===== src/sv/rdiv_pkg.sv =====
// ----------------------------------------------------------------------------
// rdiv_pkg
// Shared widths, payload types and the in-flight work record for the
// pipelined 16/8 restoring divider.
// ----------------------------------------------------------------------------
package rdiv_pkg;

    localparam int DIVIDEND_WIDTH  = 16;
    localparam int DIVISOR_WIDTH   = 8;
    localparam int STEPS_PER_STAGE = 4;   // restoring steps done in one stage

    typedef struct packed {
        logic [DIVIDEND_WIDTH-1:0] dividend;
        logic [DIVISOR_WIDTH-1:0]  divisor;
    } t_in_item;

    typedef struct packed {
        logic [DIVIDEND_WIDTH-1:0] quotient;
        logic [DIVISOR_WIDTH-1:0]  remainder;
        logic                      divide_by_zero;
    } t_out_item;

    // acc starts as the dividend; each step shifts one dividend bit out the
    // top and one quotient bit in at the bottom, so it ends as the quotient.
    typedef struct packed {
        logic [DIVISOR_WIDTH:0]    part;
        logic [DIVIDEND_WIDTH-1:0] acc;
        logic [DIVISOR_WIDTH-1:0]  den;
        logic                      dz;
    } t_work;

endpackage


===== src/sv/rdiv_stage.sv =====
// ----------------------------------------------------------------------------
// rdiv_stage
// One pipeline stage: STEPS restoring shift/compare/subtract steps followed
// by a register with its own valid bit and backpressure.
// ----------------------------------------------------------------------------
module rdiv_stage #(
    parameter int STEPS = rdiv_pkg::STEPS_PER_STAGE
) (
    input  logic          i_clk,
    input  logic          i_rst_n,
    input  logic          i_valid,
    output logic          o_ready,
    input  rdiv_pkg::t_work i_data,
    output logic          o_valid,
    input  logic          i_ready,
    output rdiv_pkg::t_work o_data
);
    import rdiv_pkg::*;

    logic  r_valid;
    t_work r_data;
    t_work n_data;

    always_comb begin
        t_work                  w;
        logic [DIVISOR_WIDTH:0] part;
        logic                   qbit;
        w = i_data;
        for (int s = 0; s < STEPS; s++) begin
            part = {w.part[DIVISOR_WIDTH-1:0], w.acc[DIVIDEND_WIDTH-1]};
            if (part >= {1'b0, w.den}) begin
                part = part - {1'b0, w.den};
                qbit = 1'b1;
            end else begin
                qbit = 1'b0;
            end
            w.acc  = {w.acc[DIVIDEND_WIDTH-2:0], qbit};
            w.part = part;
        end
        n_data = w;
    end

    // Stage can take a new item when empty or when its contents move on.
    assign o_ready = !r_valid || i_ready;

    always_ff @(posedge i_clk) begin
        if (!i_rst_n) begin
            r_valid <= 1'b0;
        end else if (o_ready) begin
            r_valid <= i_valid;
        end
    end

    always_ff @(posedge i_clk) begin
        if (o_ready && i_valid) begin
            r_data <= n_data;
        end
    end

    assign o_valid = r_valid;
    assign o_data  = r_data;

endmodule


===== src/sv/restoring_divider_16_by_8_core.sv =====
// ----------------------------------------------------------------------------
// restoring_divider_16_by_8_core
// Pipelined unsigned restoring divider, 16-bit dividend by 8-bit divisor.
// ----------------------------------------------------------------------------
// Usage:
//   Input channel  : i_in_valid / o_in_ready, payload i_in_data (dividend,
//                    divisor). A transfer happens when both are high.
//   Output channel : o_out_valid / i_out_ready, payload o_out_data
//                    (quotient, remainder, divide_by_zero).
//   Stages         : NUM_STAGES = ceil(16 / STAGE_STEPS) stages, 4 at the
//                    default of 4 steps per stage. A result is registered
//                    in each stage in turn and is presented on the output
//                    from the last stage's register.
//   Throughput     : one division per cycle unless stalled; per-stage register.
//   Zero divisor   : divide_by_zero set, quotient all ones, remainder is the
//                    low byte of the dividend.
//   Reset          : synchronous, active low; clears all stage valid bits.
//   Stall          : each stage holds its item while the next is full and
//                    stalled; empty stages keep filling, so o_in_ready drops
//                    only when every stage holds an item and i_out_ready is low.
// ----------------------------------------------------------------------------
module restoring_divider_16_by_8_core #(
    parameter int STAGE_STEPS = rdiv_pkg::STEPS_PER_STAGE
) (
    input  logic                i_clk,
    input  logic                i_rst_n,
    input  logic                i_in_valid,
    output logic                o_in_ready,
    input  rdiv_pkg::t_in_item  i_in_data,
    output logic                o_out_valid,
    input  logic                i_out_ready,
    output rdiv_pkg::t_out_item o_out_data
);
    import rdiv_pkg::*;

    localparam int NUM_STAGES = (DIVIDEND_WIDTH + STAGE_STEPS - 1) / STAGE_STEPS;
    localparam int LAST_STEPS = DIVIDEND_WIDTH - STAGE_STEPS * (NUM_STAGES - 1);

    t_work w_data  [NUM_STAGES+1];
    logic  w_valid [NUM_STAGES+1];
    logic  w_ready [NUM_STAGES+1];

    assign w_data[0].part = '0;
    assign w_data[0].acc  = i_in_data.dividend;
    assign w_data[0].den  = i_in_data.divisor;
    assign w_data[0].dz   = (i_in_data.divisor == '0);
    assign w_valid[0]     = i_in_valid;
    assign o_in_ready     = w_ready[0];

    for (genvar g = 0; g < NUM_STAGES; g++) begin : g_stage
        localparam int G_STEPS = (g == NUM_STAGES - 1) ? LAST_STEPS : STAGE_STEPS;
        rdiv_stage #(
            .STEPS (G_STEPS)
        ) u_stage (
            .i_clk   (i_clk),
            .i_rst_n (i_rst_n),
            .i_valid (w_valid[g]),
            .o_ready (w_ready[g]),
            .i_data  (w_data[g]),
            .o_valid (w_valid[g+1]),
            .i_ready (w_ready[g+1]),
            .o_data  (w_data[g+1])
        );
    end

    assign w_ready[NUM_STAGES]       = i_out_ready;
    assign o_out_valid               = w_valid[NUM_STAGES];
    assign o_out_data.quotient       = w_data[NUM_STAGES].acc;
    assign o_out_data.remainder      = w_data[NUM_STAGES].part[DIVISOR_WIDTH-1:0];
    assign o_out_data.divide_by_zero = w_data[NUM_STAGES].dz;

    // Zero divisor subtracts nothing each step, so every quotient bit is set.
    a_dz_all_ones: assert property (@(posedge i_clk) disable iff (!i_rst_n)
        o_out_valid && o_out_data.divide_by_zero |-> o_out_data.quotient == '1)
        else $error("zero divisor result without all-ones quotient");

    a_rem_below_div: assert property (@(posedge i_clk) disable iff (!i_rst_n)
        o_out_valid && !w_data[NUM_STAGES].dz |->
            w_data[NUM_STAGES].part < {1'b0, w_data[NUM_STAGES].den})
        else $error("remainder not below divisor");

    a_full_only_on_stall: assert property (@(posedge i_clk) disable iff (!i_rst_n)
        !o_in_ready |-> o_out_valid && !i_out_ready)
        else $error("input blocked while output side can drain");

    a_dz_matches_den: assert property (@(posedge i_clk) disable iff (!i_rst_n)
        o_out_valid |-> o_out_data.divide_by_zero == (w_data[NUM_STAGES].den == '0))
        else $error("divide_by_zero flag lost its divisor");

endmodule

===== config.mk =====
export PLATFORM = sky130hd
export DESIGN_NAME = restoring_divider_16_by_8_core
export DESIGN_NICKNAME = d
export VERILOG_FILES = /design/src/sv/rdiv_pkg.sv /design/src/sv/rdiv_stage.sv /design/src/sv/restoring_divider_16_by_8_core.sv
export SDC_FILE = /design/constraint.sdc
export NUM_CORES = 1
export LEC_CHECK = 0
export ABC_AREA = 0
export BUFFER_PORTS_ARGS = -buffer_cell sky130_fd_sc_hd__buf_2
export CORE_ASPECT_RATIO = 1.75
export CORE_MARGIN = 1.5
export CORE_UTILIZATION = 62
export DETAILED_ROUTE_END_ITERATION = 6
export GPL_ROUTABILITY_DRIVEN = 0
export GPL_TIMING_DRIVEN = 0
export PLACE_DENSITY = 0.81
export SLEW_MARGIN = 20
export SYNTH_ARGS = -nofsm -noshare
export SYNTH_HDL_FRONTEND = slang
export SYNTH_SLANG_ARGS = --single-unit

===== constraint.sdc =====
create_clock -name i_clk -period 20.2 [get_ports i_clk]
set_input_delay 3.03 -clock i_clk [delete_from_list [all_inputs] [get_ports i_clk]]
set_output_delay 3.03 -clock i_clk [all_outputs]
set_load 0.02 [all_outputs]

==> impl_metrics.tcl <==
set metrics [dict create \
    outcome "complete, no violations" \
    grt_first_pass_wirelength_um 38030 \
    fin_skew_ps 5.364 \
    root_buffer "clkbuf_16" \
    dieArea_um2 17360 \
    hpwl_um 18030 \
    cp_common_cell "o21ai_0" \
    rsz0062_at_grt "false" \
    synth_cells 1004 \
    postPlaceCellArea_um2 10890 \
    wire_per_inst_um 17.88 \
    cts_made_buffers 17 \
    cp_top_family "compound AO/OA/AOI/OAI gates" \
    ys_warn_count 0 \
    tightest_slew_ps 785.0 \
    io_buffers 54 \
    start_util_pct 62.97 \
    ys.flop_type "edfxtp_1" \
    drt_iter0_drc 312 \
    layout.nets 1246 \
    ys_ff_latch 128 \
    synth_edf_count 124 \
    row_count 62 \
    path_buf_inv 5 \
    die_y_um 173.2 \
    fin_setup_tns_ps 0 \
    max_freq_ghz 0.08396 \
    synth_cell_types 66 \
    num_io_pins 55 \
    cp-end-kind "flip-flop" \
    critPathKind "in -> reg" \
    maxCapViolCount 0 \
    hp-class "reg -> reg" \
    post-route-period-util_pct 58.96 \
    avgSynthCellArea_um2 10.22 \
    finalSetupViolCount 0 \
    layout_min_cycle_time_ps 11910 \
    utilization_pct 70.52 \
    drv_slew 0 \
    cts_tree "yes" \
    vias_per_cell 6.078 \
    slowest_delay_ps 580 \
    grt_pass1_vias 8207 \
    antenna_cells 0 \
    synth-async-reset-ratio_pct 0 \
    synthesis.area_um2 10260 \
    drt-pass1-iter-count 4 \
    insertion_delay_ps 430 \
    syn-num-nets 1169 \
    slew_headroom_pct 47.66 \
    h-tree-depth 4 \
    crit_required_ps 20370 \
    path_clk_slew_ps 60 \
    via_count 7816 \
    grt_max_degree 31 \
    drc_errors 0 \
    ys_seq_area_share_pct 37.08 \
    post-synth-top-area-fraction_pct 36.30 \
    cp_max_fo 9 \
    yosys.area.top_type "edfxtp_1" \
    cts_resized 0 \
    cts.hold.buffers_added 0 \
    grt.overflow.total 0 \
    drtAntennaViolNets 0 \
    grt_util_all_layers_pct 28.14 \
    synth_area_leaders "edfxtp_1 (36%), ha_1 (15%), mux2_2 (5.6%)" \
    syn2layout_area_growth_pct 11.99 \
    core-area_um2 16290 \
    clockBufferDepth 2 \
    final_cell_area_um2 11490 \
    cp.arrival_ps 12080 \
    cpMaxStageDelayCell "a311oi_4" \
    post_cts_buffers 0 \
    final_hold_viol_count 0 \
    die_w_um 100.2 \
    drive_gt1_share_pct 14.72 \
    routed_wirelength_um 23000 \
    critPathLaunchType "input pin" \
    cts_sinks 128 \
    antenna_found_initial 0 \
    n_fill_cell 1209 \
]
-- worst paths after layout --
kind | startpoint | endpoint | slack [ps] | depth (start not counted)
min reg2reg | g_stage[0].u_stage.o_data[15] | g_stage[1].u_stage.o_data[19] | 420 | 0
min | g_stage[0].u_stage.o_data[15] | g_stage[1].u_stage.o_data[19] | 420 | 0
max | i_in_data[1] | g_stage[0].u_stage.o_data[32] | 8290 | 37
max reg2reg | g_stage[1].u_stage.o_data[2] | g_stage[2].u_stage.o_data[32] | 9190 | 39
-- cell usage after synthesis, drive strengths merged, types with 19 or more instances --
cell,number
nor2b,27
a21o,27
o21ai,63
nand3,19
nor2,68
nand2,44
edfxtp,124
inv,104
a21oi,69
mux2,51
xnor2,41
xor2,28
ha,122
-- per-layer routing --
layer	routed length (um)	vias to the layer above	track usage, %
met2	12370	188	52.13
met5	0	-	0
li1	-	3848	-
met4	1431	0	17.90
met1	8500	3688	27.80
met3	696	92	5.335
-- flip-flops by register name, indices dropped and copies added (netlist names) --
| signal | flops |
|---|---|
| g_stage.u_stage.o_data | 124 |
| g_stage.u_stage.o_valid | 4 |
-- through the flow --
step | setup WS (ps) | std cells | hold slack (ps)
2_1_floorplan | 9646 | 1004 | 400.3
3_3_place_gp | 8242 | 1250 | 400.5
3_5_place_dp | 8005 | 1254 | 404.5
4_1_cts | 8417 | 1286 | 416.8
5_1_grt | 7443 | 1286 | 425.3
6_report | 8290 | 1286 | 417.4
-- layout make-up --
cell class	instances	area, um^2	area share (%)
multi-input combinational	761	6062	52.77
sequential	128	3804	33.11
clock buffer	17	425.4	3.703
inverter	104	390.4	3.398
timing repair buffer	58	352.8	3.071
tap	192	240.2	2.091
clock inverter	15	170.2	1.481
buffer	11	43.79	0.3812
-- logic make-up (layout without fill, tap and decap cells) --
| logic type | count (synthesis) | count (layout) | synth area share [%] |
|---|---|---|---|
| DFF | 128 | 128 | 37.08 |
| buffers and inverters | 115 | 205 | 4.232 |
| AOI/OAI and AO/OA | 244 | 244 | 15.71 |
| adders and majority gates | 137 | 137 | 17.81 |
| xor gates and xnor gates | 69 | 69 | 5.891 |
| muxes | 69 | 69 | 7.355 |
| and+or+nand+nor | 242 | 242 | 11.93 |
-- layout by cell type (no fill, tap or decap), types with 8 or more instances in the layout --
cell	instances
nand3_1	19
a21o_1	27
a21boi_0	12
nand2b_1	17
o21a_1	18
edfxtp_1	124
nor2b_1	25
inv_1	104
xnor2_1	41
mux2_2	51
nand2_1	44
fa_1	15
o21ai_0	62
xor2_1	28
mux2i_1	18
nand4_1	17
nor3_1	18
a21oi_1	68
clkbuf_16	17
ha_1	122
buf_2	56
nor2_1	68
clkbuf_1	8
Power is left out: the tool's default activity adds up to more than one toggle a clock period on the data nets, which glitch-free logic cannot reach.
